--- config.mk ---
export PLATFORM = sky130hd
export DESIGN_NAME = lcd_window_bitmap_blitter
export DESIGN_NICKNAME = d
export VERILOG_FILES = /design/src/design/lwbb_pkg.sv /design/src/design/lwbb_ctrl.sv /design/src/design/lwbb_dp.sv /design/src/design/lcd_window_bitmap_blitter.sv
export SDC_FILE = /design/constraint.sdc
export NUM_CORES = 1
export LEC_CHECK = 0
export ABC_CLOCK_PERIOD_IN_PS = 9000
export BUFFER_PORTS_ARGS = -buffer_cell sky130_fd_sc_hd__buf_4
export CAP_MARGIN = 25
export CORE_MARGIN = 2
export CORE_UTILIZATION = 34
export CTS_CLUSTER_SIZE = 30
export DETAILED_ROUTE_END_ITERATION = 12
export GPL_TIMING_DRIVEN = 0
export PLACE_DENSITY_LB_ADDON = 0.12
export SKIP_LAST_GASP = 1
export SYNTH_ARGS = -nofsm -noshare
export SYNTH_HDL_FRONTEND = slang
export SYNTH_HIERARCHICAL = 1
export SYNTH_SLANG_ARGS = --single-unit
export TNS_END_PERCENT = 30
--- constraint.sdc ---
create_clock -name clk -period 9 [get_ports clk]
set_clock_uncertainty 0.2 [all_clocks]
set_input_delay 0.45 -clock clk [delete_from_list [all_inputs] [get_ports clk]]
set_output_delay 0.45 -clock clk [all_outputs]
set_load 0.02 [all_outputs]
--- src/design/lwbb_pkg.sv ---
// ----------------------------------------------------------------------------
// lwbb_pkg: shared types and constants for the LCD window bitmap blitter
// Action codes, register indexes, the command sequence steps and the
// controller/datapath interface structs.
// ----------------------------------------------------------------------------
package lwbb_pkg;

  // Coordinate arithmetic wraps at this width (window edges).
  localparam int COORD_BITS = 16;

  localparam int ACTION_W = 2;
  localparam int FIELD_W  = 16;
  localparam int BYTE_W   = 8;
  localparam int IN_W     = 6 * FIELD_W + BYTE_W;
  localparam int CFG_IDX_W = 2;
  localparam int PIX_CNT_W = 4;   // holds 0..8

  // Action codes carried in s_tuser
  localparam logic [ACTION_W-1:0] ACT_BITMAP  = 2'd0;
  localparam logic [ACTION_W-1:0] ACT_FILL    = 2'd1;
  localparam logic [ACTION_W-1:0] ACT_ADVANCE = 2'd2;

  // Configuration register indexes
  localparam logic [CFG_IDX_W-1:0] REG_COL_CMD  = 2'd0;
  localparam logic [CFG_IDX_W-1:0] REG_PAGE_CMD = 2'd1;
  localparam logic [CFG_IDX_W-1:0] REG_MEM_CMD  = 2'd2;

  localparam logic [BYTE_W-1:0] COL_CMD_RESET  = 8'd42;
  localparam logic [BYTE_W-1:0] PAGE_CMD_RESET = 8'd43;
  localparam logic [BYTE_W-1:0] MEM_CMD_RESET  = 8'd44;

  // Words of the window set-up sequence, in bus order
  typedef enum logic [2:0] {
    SEQ_COL_CMD  = 3'd0,
    SEQ_X0       = 3'd1,
    SEQ_X1       = 3'd2,
    SEQ_PAGE_CMD = 3'd3,
    SEQ_Y0       = 3'd4,
    SEQ_Y1       = 3'd5,
    SEQ_MEM_CMD  = 3'd6
  } seq_step_t;

  typedef struct packed {
    logic      load_start;  // latch a start word
    logic      load_adv;    // latch an advance word
    logic      emit_seq;    // put one set-up word on the output
    logic      emit_pix;    // put one pixel word on the output
    seq_step_t step;
  } dp_cmd_t;

  typedef struct packed {
    logic is_start;   // input word is a bitmap or fill start
    logic is_adv;     // input word is an advance with a draw in progress
    logic out_free;   // output register can take a word this cycle
    logic pix_final;  // the next pixel word is the last of this byte
  } dp_status_t;

endpackage

--- src/design/lwbb_ctrl.sv ---
// ----------------------------------------------------------------------------
// lwbb_ctrl: sequencer for the LCD window bitmap blitter
// Accepts one input word at a time, then steps the datapath through the
// set-up command sequence or the pixel words of one image byte.
// ----------------------------------------------------------------------------
module lwbb_ctrl (
  input  logic                clk,
  input  logic                rst,
  input  logic                s_tvalid,
  output logic                s_tready,
  input  lwbb_pkg::dp_status_t status,
  output lwbb_pkg::dp_cmd_t    cmd
);

  typedef enum logic [1:0] {
    ST_IDLE,
    ST_SEQ,
    ST_PIX
  } state_t;

  state_t              state;
  lwbb_pkg::seq_step_t step;
  logic                accept;

  assign s_tready = (state == ST_IDLE);
  assign accept   = s_tvalid && s_tready;

  always_comb begin
    cmd.load_start = accept && status.is_start;
    cmd.load_adv   = accept && status.is_adv;
    cmd.emit_seq   = (state == ST_SEQ) && status.out_free;
    cmd.emit_pix   = (state == ST_PIX) && status.out_free;
    cmd.step       = step;
  end

  always_ff @(posedge clk) begin
    if (rst) begin
      state <= ST_IDLE;
      step  <= lwbb_pkg::SEQ_COL_CMD;
    end else begin
      unique case (state)
        ST_IDLE: begin
          step <= lwbb_pkg::SEQ_COL_CMD;
          if (cmd.load_start) begin
            state <= ST_SEQ;
          end else if (cmd.load_adv) begin
            state <= ST_PIX;
          end
        end
        ST_SEQ: begin
          if (status.out_free) begin
            if (step == lwbb_pkg::SEQ_MEM_CMD) begin
              state <= ST_IDLE;
            end else begin
              step <= lwbb_pkg::seq_step_t'(step + 3'd1);
            end
          end
        end
        ST_PIX: begin
          if (status.out_free && status.pix_final) begin
            state <= ST_IDLE;
          end
        end
        default: state <= ST_IDLE;
      endcase
    end
  end

endmodule

--- src/design/lwbb_dp.sv ---
// ----------------------------------------------------------------------------
// lwbb_dp: datapath for the LCD window bitmap blitter
// Config registers, window edges, draw position, pixel shifter and the
// output register.
// ----------------------------------------------------------------------------
module lwbb_dp (
  input  logic                               clk,
  input  logic                               rst,
  input  logic [lwbb_pkg::IN_W-1:0]          s_tdata,
  input  logic [lwbb_pkg::ACTION_W-1:0]      s_tuser,
  input  logic                               cfg_valid,
  input  logic [lwbb_pkg::CFG_IDX_W-1:0]     cfg_index,
  input  logic [lwbb_pkg::BYTE_W-1:0]        cfg_data,
  output logic                               m_tvalid,
  input  logic                               m_tready,
  output logic [lwbb_pkg::FIELD_W-1:0]       m_tdata,
  output logic                               m_tuser,
  output logic                               m_tlast,
  input  lwbb_pkg::dp_cmd_t                  cmd,
  output lwbb_pkg::dp_status_t               status
);

  localparam int CB = lwbb_pkg::COORD_BITS;
  localparam int FW = lwbb_pkg::FIELD_W;

  // input word fields
  logic [FW-1:0] center_x, width_pixels, center_y, height_pixels, fore_color, bg_color;
  logic [lwbb_pkg::BYTE_W-1:0] image_byte;

  assign center_x      = s_tdata[0*FW +: FW];
  assign width_pixels  = s_tdata[1*FW +: FW];
  assign center_y      = s_tdata[2*FW +: FW];
  assign height_pixels = s_tdata[3*FW +: FW];
  assign fore_color    = s_tdata[4*FW +: FW];
  assign bg_color      = s_tdata[5*FW +: FW];
  assign image_byte    = s_tdata[6*FW +: lwbb_pkg::BYTE_W];

  logic [lwbb_pkg::BYTE_W-1:0] col_cmd, page_cmd, mem_cmd;

  logic          drawing, fill_mode, empty, draw_done;
  logic [FW-1:0] column_count, row_count, window_width, window_height;
  logic [FW-1:0] saved_fg, saved_bg;
  logic [CB-1:0] x0, x1, y0, y1;
  logic [lwbb_pkg::BYTE_W-1:0]    shifter;
  logic [lwbb_pkg::PIX_CNT_W-1:0] pix_left;

  // window edges: lo = c - len/2, hi = c + len/2 - (len even)
  logic [CB-1:0] x_half, y_half, x0_c, x1_c, y0_c, y1_c;
  assign x_half = CB'(width_pixels >> 1);
  assign y_half = CB'(height_pixels >> 1);
  assign x0_c = center_x[CB-1:0] - x_half;
  assign x1_c = center_x[CB-1:0] + x_half - CB'(!width_pixels[0]);
  assign y0_c = center_y[CB-1:0] - y_half;
  assign y1_c = center_y[CB-1:0] + y_half - CB'(!height_pixels[0]);

  // pixels in this byte: rest of the row, at most eight
  logic [FW-1:0]                  remain;
  logic                           row_done, draw_done_c;
  logic [lwbb_pkg::PIX_CNT_W-1:0] n_pix;
  logic [FW:0]                    row_next;
  assign remain      = window_width - column_count;
  assign row_done    = (remain <= FW'(8));
  assign n_pix       = row_done ? remain[lwbb_pkg::PIX_CNT_W-1:0]
                                : lwbb_pkg::PIX_CNT_W'(8);
  assign row_next    = {1'b0, row_count} + (FW+1)'(1);
  assign draw_done_c = row_done && (row_next >= {1'b0, window_height});

  logic out_free;
  assign out_free = !m_tvalid || m_tready;

  always_comb begin
    status.is_start  = (s_tuser == lwbb_pkg::ACT_BITMAP) || (s_tuser == lwbb_pkg::ACT_FILL);
    status.is_adv    = (s_tuser == lwbb_pkg::ACT_ADVANCE) && drawing;
    status.out_free  = out_free;
    status.pix_final = (pix_left == lwbb_pkg::PIX_CNT_W'(1));
  end

  // set-up sequence word
  logic [FW-1:0] seq_value;
  logic          seq_is_cmd, seq_last;
  always_comb begin
    seq_value  = '0;
    seq_is_cmd = 1'b0;
    seq_last   = 1'b0;
    unique case (cmd.step)
      lwbb_pkg::SEQ_COL_CMD: begin
        seq_value  = FW'(col_cmd);
        seq_is_cmd = 1'b1;
      end
      lwbb_pkg::SEQ_X0:       seq_value = FW'(x0);
      lwbb_pkg::SEQ_X1:       seq_value = FW'(x1);
      lwbb_pkg::SEQ_PAGE_CMD: begin
        seq_value  = FW'(page_cmd);
        seq_is_cmd = 1'b1;
      end
      lwbb_pkg::SEQ_Y0:       seq_value = FW'(y0);
      lwbb_pkg::SEQ_Y1:       seq_value = FW'(y1);
      lwbb_pkg::SEQ_MEM_CMD: begin
        seq_value  = FW'(mem_cmd);
        seq_is_cmd = 1'b1;
        seq_last   = empty;
      end
      default: seq_value = '0;
    endcase
  end

  // config registers; the port is always ready
  always_ff @(posedge clk) begin
    if (rst) begin
      col_cmd  <= lwbb_pkg::COL_CMD_RESET;
      page_cmd <= lwbb_pkg::PAGE_CMD_RESET;
      mem_cmd  <= lwbb_pkg::MEM_CMD_RESET;
    end else if (cfg_valid) begin
      if (cfg_index == lwbb_pkg::REG_COL_CMD)  col_cmd  <= cfg_data;
      if (cfg_index == lwbb_pkg::REG_PAGE_CMD) page_cmd <= cfg_data;
      if (cfg_index == lwbb_pkg::REG_MEM_CMD)  mem_cmd  <= cfg_data;
    end
  end

  // draw state
  always_ff @(posedge clk) begin
    if (rst) begin
      drawing       <= 1'b0;
      fill_mode     <= 1'b0;
      empty         <= 1'b0;
      draw_done     <= 1'b0;
      column_count  <= '0;
      row_count     <= '0;
      window_width  <= '0;
      window_height <= '0;
      saved_fg      <= '0;
      saved_bg      <= '0;
      x0            <= '0;
      x1            <= '0;
      y0            <= '0;
      y1            <= '0;
      shifter       <= '0;
      pix_left      <= '0;
    end else if (cmd.load_start) begin
      fill_mode     <= (s_tuser == lwbb_pkg::ACT_FILL);
      window_width  <= width_pixels;
      window_height <= height_pixels;
      saved_fg      <= fore_color;
      saved_bg      <= bg_color;
      column_count  <= '0;
      row_count     <= '0;
      empty         <= (width_pixels == '0) || (height_pixels == '0);
      drawing       <= (width_pixels != '0) && (height_pixels != '0);
      x0            <= x0_c;
      x1            <= x1_c;
      y0            <= y0_c;
      y1            <= y1_c;
    end else if (cmd.load_adv) begin
      shifter   <= image_byte;
      pix_left  <= n_pix;
      draw_done <= draw_done_c;
      if (row_done) begin
        column_count <= '0;
        row_count    <= row_next[FW-1:0];
      end else begin
        column_count <= column_count + FW'(n_pix);
      end
      if (draw_done_c) drawing <= 1'b0;
    end else if (cmd.emit_pix) begin
      shifter  <= {shifter[lwbb_pkg::BYTE_W-2:0], 1'b0};
      pix_left <= pix_left - lwbb_pkg::PIX_CNT_W'(1);
    end
  end

  // output register
  always_ff @(posedge clk) begin
    if (rst) begin
      m_tvalid <= 1'b0;
    end else if (cmd.emit_seq || cmd.emit_pix) begin
      m_tvalid <= 1'b1;
    end else if (m_tready) begin
      m_tvalid <= 1'b0;
    end
  end

  always_ff @(posedge clk) begin
    if (cmd.emit_seq) begin
      m_tdata <= seq_value;
      m_tuser <= seq_is_cmd;
      m_tlast <= seq_last;
    end else if (cmd.emit_pix) begin
      m_tdata <= (fill_mode || shifter[lwbb_pkg::BYTE_W-1]) ? saved_fg : saved_bg;
      m_tuser <= 1'b0;
      m_tlast <= draw_done && status.pix_final;
    end
  end

endmodule

--- src/design/lcd_window_bitmap_blitter.sv ---
// ----------------------------------------------------------------------------
// lcd_window_bitmap_blitter: draw requests to LCD controller bus words
// Turns window start and image byte words into command and pixel words.
// ----------------------------------------------------------------------------
// Usage:
//   Input stream (s_*): one word per draw request. s_tuser carries the
//   action (bitmap start, fill start, advance). Start words give the
//   centered window and colors; advance words give one image byte.
//   Output stream (m_*): one bus word per transaction. m_tuser = 1 marks a
//   command byte (low 8 bits of m_tdata), 0 a 16-bit pixel/data word.
//   m_tlast flags the final word of the whole draw.
//   Config port (cfg_*): always ready; writes the column, page and memory
//   write command bytes. Write only while the block is idle.
// Timing:
//   A start word passes the state register and then the output register
//   before the first set-up word is valid; all seven leave one per cycle
//   while m_tready stays high. An advance word gives n pixel words, n =
//   pixels in the byte (up to 8, fewer at a row end). The single output
//   register sets the pace; one input word is in work at a time. Advance
//   words with no draw open, and unused actions, give no output.
// Reset: command registers go to 42/43/44, no draw is open, output empty.
// Stall: a low m_tready holds the output word and pauses the sequence;
//   s_tready stays low until the last word sits in the output register.
// ----------------------------------------------------------------------------
module lcd_window_bitmap_blitter (
  input  logic                           clk,
  input  logic                           rst,
  // s_tdata, from bit 0: center_x, width_pixels, center_y, height_pixels,
  //                      fore_color, bg_color, image_byte
  input  logic                           s_tvalid,
  output logic                           s_tready,
  input  logic [lwbb_pkg::IN_W-1:0]      s_tdata,
  input  logic [lwbb_pkg::ACTION_W-1:0]  s_tuser,    // action
  // m_tdata: bus_value
  output logic                           m_tvalid,
  input  logic                           m_tready,
  output logic [lwbb_pkg::FIELD_W-1:0]   m_tdata,
  output logic                           m_tuser,    // is_command
  output logic                           m_tlast,
  // config write channel
  input  logic                           cfg_valid,
  output logic                           cfg_ready,
  input  logic [lwbb_pkg::CFG_IDX_W-1:0] cfg_index,
  input  logic [lwbb_pkg::BYTE_W-1:0]    cfg_data
);

  lwbb_pkg::dp_cmd_t    cmd;
  lwbb_pkg::dp_status_t status;

  assign cfg_ready = 1'b1;

  lwbb_ctrl u_ctrl (
    .clk      (clk),
    .rst      (rst),
    .s_tvalid (s_tvalid),
    .s_tready (s_tready),
    .status   (status),
    .cmd      (cmd)
  );

  lwbb_dp u_dp (
    .clk       (clk),
    .rst       (rst),
    .s_tdata   (s_tdata),
    .s_tuser   (s_tuser),
    .cfg_valid (cfg_valid),
    .cfg_index (cfg_index),
    .cfg_data  (cfg_data),
    .m_tvalid  (m_tvalid),
    .m_tready  (m_tready),
    .m_tdata   (m_tdata),
    .m_tuser   (m_tuser),
    .m_tlast   (m_tlast),
    .cmd       (cmd),
    .status    (status)
  );

  // a start word always opens a set-up sequence, so input stays blocked
  a_start_busy: assert property (@(posedge clk) disable iff (rst)
    s_tvalid && s_tready &&
    (s_tuser == lwbb_pkg::ACT_BITMAP || s_tuser == lwbb_pkg::ACT_FILL)
    |=> !s_tready)
    else $error("start word did not begin a set-up sequence");

  // unused action code produces nothing
  a_unused_idle: assert property (@(posedge clk) disable iff (rst)
    s_tvalid && s_tready &&
    !(s_tuser == lwbb_pkg::ACT_BITMAP || s_tuser == lwbb_pkg::ACT_FILL ||
      s_tuser == lwbb_pkg::ACT_ADVANCE)
    |=> s_tready)
    else $error("unused action started work");

  // command words carry a byte only
  a_cmd_byte: assert property (@(posedge clk) disable iff (rst)
    m_tvalid && m_tuser |-> m_tdata[lwbb_pkg::FIELD_W-1:lwbb_pkg::BYTE_W] == '0)
    else $error("command word has upper bits set");

endmodule
==> results.yml <==
run_status:
  run_status: "complete, no violations"
critical_path:
  worst_ep_required_time_ns: 9.24
  crit_type: "reg2reg"
  cp-start-kind: "flip-flop"
  cpPeakStageDelay_ns: 0.52
  path_cells: "inv_1 > ha_1 > o21a_1 > o22ai_1 > nor3_1 > o211ai_1 > a2111oi_0 > nand4_1 > or3_1 > clkbuf_1 > or2_1 > ha_1 > nand3_1 > nand2_1 > nand2_1 > nor2_1 > nand3_1 > xnor2_1 > nor2_1"
  arrival_ns: 4.94
  r2r_slack_ns: 4.31
  path_max_fanout: 7
  r2r_start: "u_dp/column_count[7]"
  slowest_stage: "a2111oi_0"
  r2r_end: "u_dp/column_count[14]"
  end_kind: "flip-flop"
  r2r_cells: 19
yosys:
  synthesis.instances: 1669
  yosysTopAreaCell: "dfxtp_1"
  ys_top_cells_by_area: "dfxtp_1, ha_1, mux2i_1, nor2_1, inv_1"
  synth_edf_count: 18
  ys_warn_count: 6
  ys_seq_elements: 224
  synth_top_cell_area_share_pct: 29.1
  synth_top_flop_cell: "dfxtp_1"
  avgSynthCellArea_um2: 8.50
  ys_seq_area_share_pct: 32.9
  synth.distinct_cells: 81
  synth_nets: 1926
  synth_area_mm2: 0.0142
  synthArstFlopShare_pct: 0
finish:
  n_antenna_cell: 0
  synthToLayoutAreaGrowth_pct: 24.8
  final_cell_mix: "nor2_1, dfxtp_1, inv_1, buf_4, mux2i_1"
  drive_above_1_share_pct: 11.5
  final_nets: 2171
  design_area_mm2: 0.0177
  final_common_cell: "nor2_1"
  multi_input_area_mm2: 0.00854
  ff_latch_area_mm2: 0.00466
  nFillCells: 4155
floorplanning:
  num_rows: 74
  core_area_mm2: 0.0410
  die_x_um: 208
  start_util_pct: 34.6
  fp.dieArea_mm2: 0.0434
  ioPinCount: 142
  die_h_um: 208
drt:
  via_per_inst: 4.98
  drt_iter0_markers: 670
  final_antenna_net_count: 0
  wirelength_mm: 43.4
  firstDrtPassIters: 7
  routedWlPerCell_um: 17.6
  drc: 0
  num_vias: 12300
sta:
  worst_slew_pin_slew_ns: 1.05
  tns_ns: 0
  finalHoldViolCount: 0
  max_slew_margin_pct: 29.8
  rsz0062_at_grt: "no"
  finalSetupViolations: 0
  period_minus_slack_ns: 4.69
  fmax_mhz: 213
  drv_slew: 0
  post-route-period-util_pct: 52.2
global_routing:
  grt_max_degree: 19
  antenna_found_initial: 0
  grt_pass1_wl_mm: 67.7
  grtUsageTotal_pct: 19.7
  overflow: 0
  grt_pass1_vias: 12100
clock_tree:
  cts_tree: "built"
  post_cts_buffers: 0
  cts.sinks: 224
  cts_htree_levels: 1
  cts.path.max_buffers: 3
  cts-root-buf: "clkbuf_16"
  clk_latency_ns: 0.58
  clk_pin_slew_ns: 0.06
  hold_buffers: 74
  cts_resized: 0
  cts_made_buffers: 28
worst_hold_path:
  holdPathStages: 3
  worstHoldStart: "s_tdata[18]"
  hold_end: "u_dp/window_width[2]"
  hp-class: "in2reg"
place:
  port_buffers: 140
  place_area_mm2: 0.0159
  dpl.hpwl_mm: 34.4
  place.gp.congestion: 0.852
power_and_ir_drop:
  leakage_nw: 7.50
  power_density_mw_per_mm2: 169
  vdd_ir_drop_max_v: 0.000151
job:
  drv_cap: 0
==> synthesized netlist by cell type (all sizes together) (15+ instances only) <==
cell and number:
or3 15, xnor2 73, xor2 19, nand2 61, inv 184, nor2 253
a22oi 18, nand3 28, a21o 16, clkbuf 54, o22ai 21, dfxtp 206
nor3 34, buf 20, a211oi 40, nor2b 20, a31oi 15, a21oi 64
ha 130, mux2i 140, edfxtp 18, o21ai 44
==> layer usage <==
layer / wire length [µm] / vias to the layer above / GRT usage (%)
li1: - / 6277 / -
met1: 20900 / 5681 / 26.5
met2: 19500 / 275 / 32.9
met3: 1600 / 65 / 2.29
met4: 1470 / 0 / 6.38
met5: 0 / - / 0
==> sequential cells by signal, summed over array words and instances (netlist names), 2 cells and up <==
register            count
u_dp/x1                16
u_dp/page_cmd           8
u_dp/mem_cmd            8
u_dp/x0                16
u_dp/shifter            8
u_dp/window_width      16
u_dp/m_tdata           16
u_dp/y1                16
u_ctrl/state            2
u_dp/saved_bg          16
u_dp/window_height     16
u_dp/pix_left           4
u_ctrl/step             3
u_dp/y0                16
u_dp/column_count      16
u_dp/row_count         16
u_dp/saved_fg          16
u_dp/col_cmd            8
==> worst max path at each step <==
stage	startpoint	end
floorplan	u_dp/window_width[0]	u_dp/column_count[14]
global route	u_dp/column_count[7]	u_dp/column_count[14]
CTS	u_dp/column_count[7]	u_dp/column_count[14]
detailed placement	u_dp/column_count[7]	u_dp/column_count[14]
global placement	u_dp/column_count[7]	u_dp/column_count[14]
finish	u_dp/column_count[7]	u_dp/column_count[14]
==> report_power, final <==
group	internal (mW)	switching, mW	leakage (nW)
clock network	0.784	0.477	0.510
logic	0.283	0.353	5.15
registers	1.06	0.0308	1.85
total	2.13	0.862	7.50
==> stage by stage <==
| step | hold slack [ns] | setup WS [ns] | util, % | instances | total power [mW] |
|---|---|---|---|---|---|
| after global routing | 0.0421 | 3.88 | 43.2 | 2468 | 3.13 |
| after detailed placement | 0.255 | 4.23 | 38.8 | 2341 | 1.72 |
| final | 0.0231 | 4.31 | 43.2 | 2468 | 2.99 |
| after CTS | 0.00548 | 4.19 | 43.2 | 2467 | 3.02 |
| after global placement | 0.250 | 4.25 | 38.8 | 2341 | 1.72 |
| after floorplan | 0.230 | 5.08 | - | 1669 | 1.51 |
==> worst max-delay path: cells and delay by family, from the launching register on <==
kind,cells,cell delay [ns]
AO/OA/AOI/OAI,4,0.89
XOR/XNOR,1,0.16
buffers and inverters,2,0.27
flip-flops,1,0.40
adder cells (fa/ha/maj),2,0.72
AND/OR/NAND/NOR,10,1.94
==> final cells by class <==
| type | instances | area share [%] |
|---|---|---|
| Multi-Input combinational cell | 1187 | 48.2 |
| Sequential cell | 224 | 26.3 |
| Timing Repair Buffer | 215 | 10.2 |
| Clock buffer | 36 | 4.58 |
| Inverter | 184 | 3.90 |
| Tap cell | 532 | 3.76 |
| Buffer | 74 | 1.65 |
| Clock inverter | 16 | 1.38 |
==> logic make-up after synthesis <==
family	Yosys count	synth area share (%)
buffers and inverters	258	6.93
AO/OA/AOI/OAI	317	15.6
XOR/XNOR	92	5.68
other	1	0.0264
adder cells (fa/ha/maj)	136	12.3
multiplexers	148	10.7
AND/OR/NAND/NOR	493	15.9
flip-flops	224	32.9
(Power assumes the default switching activity.)
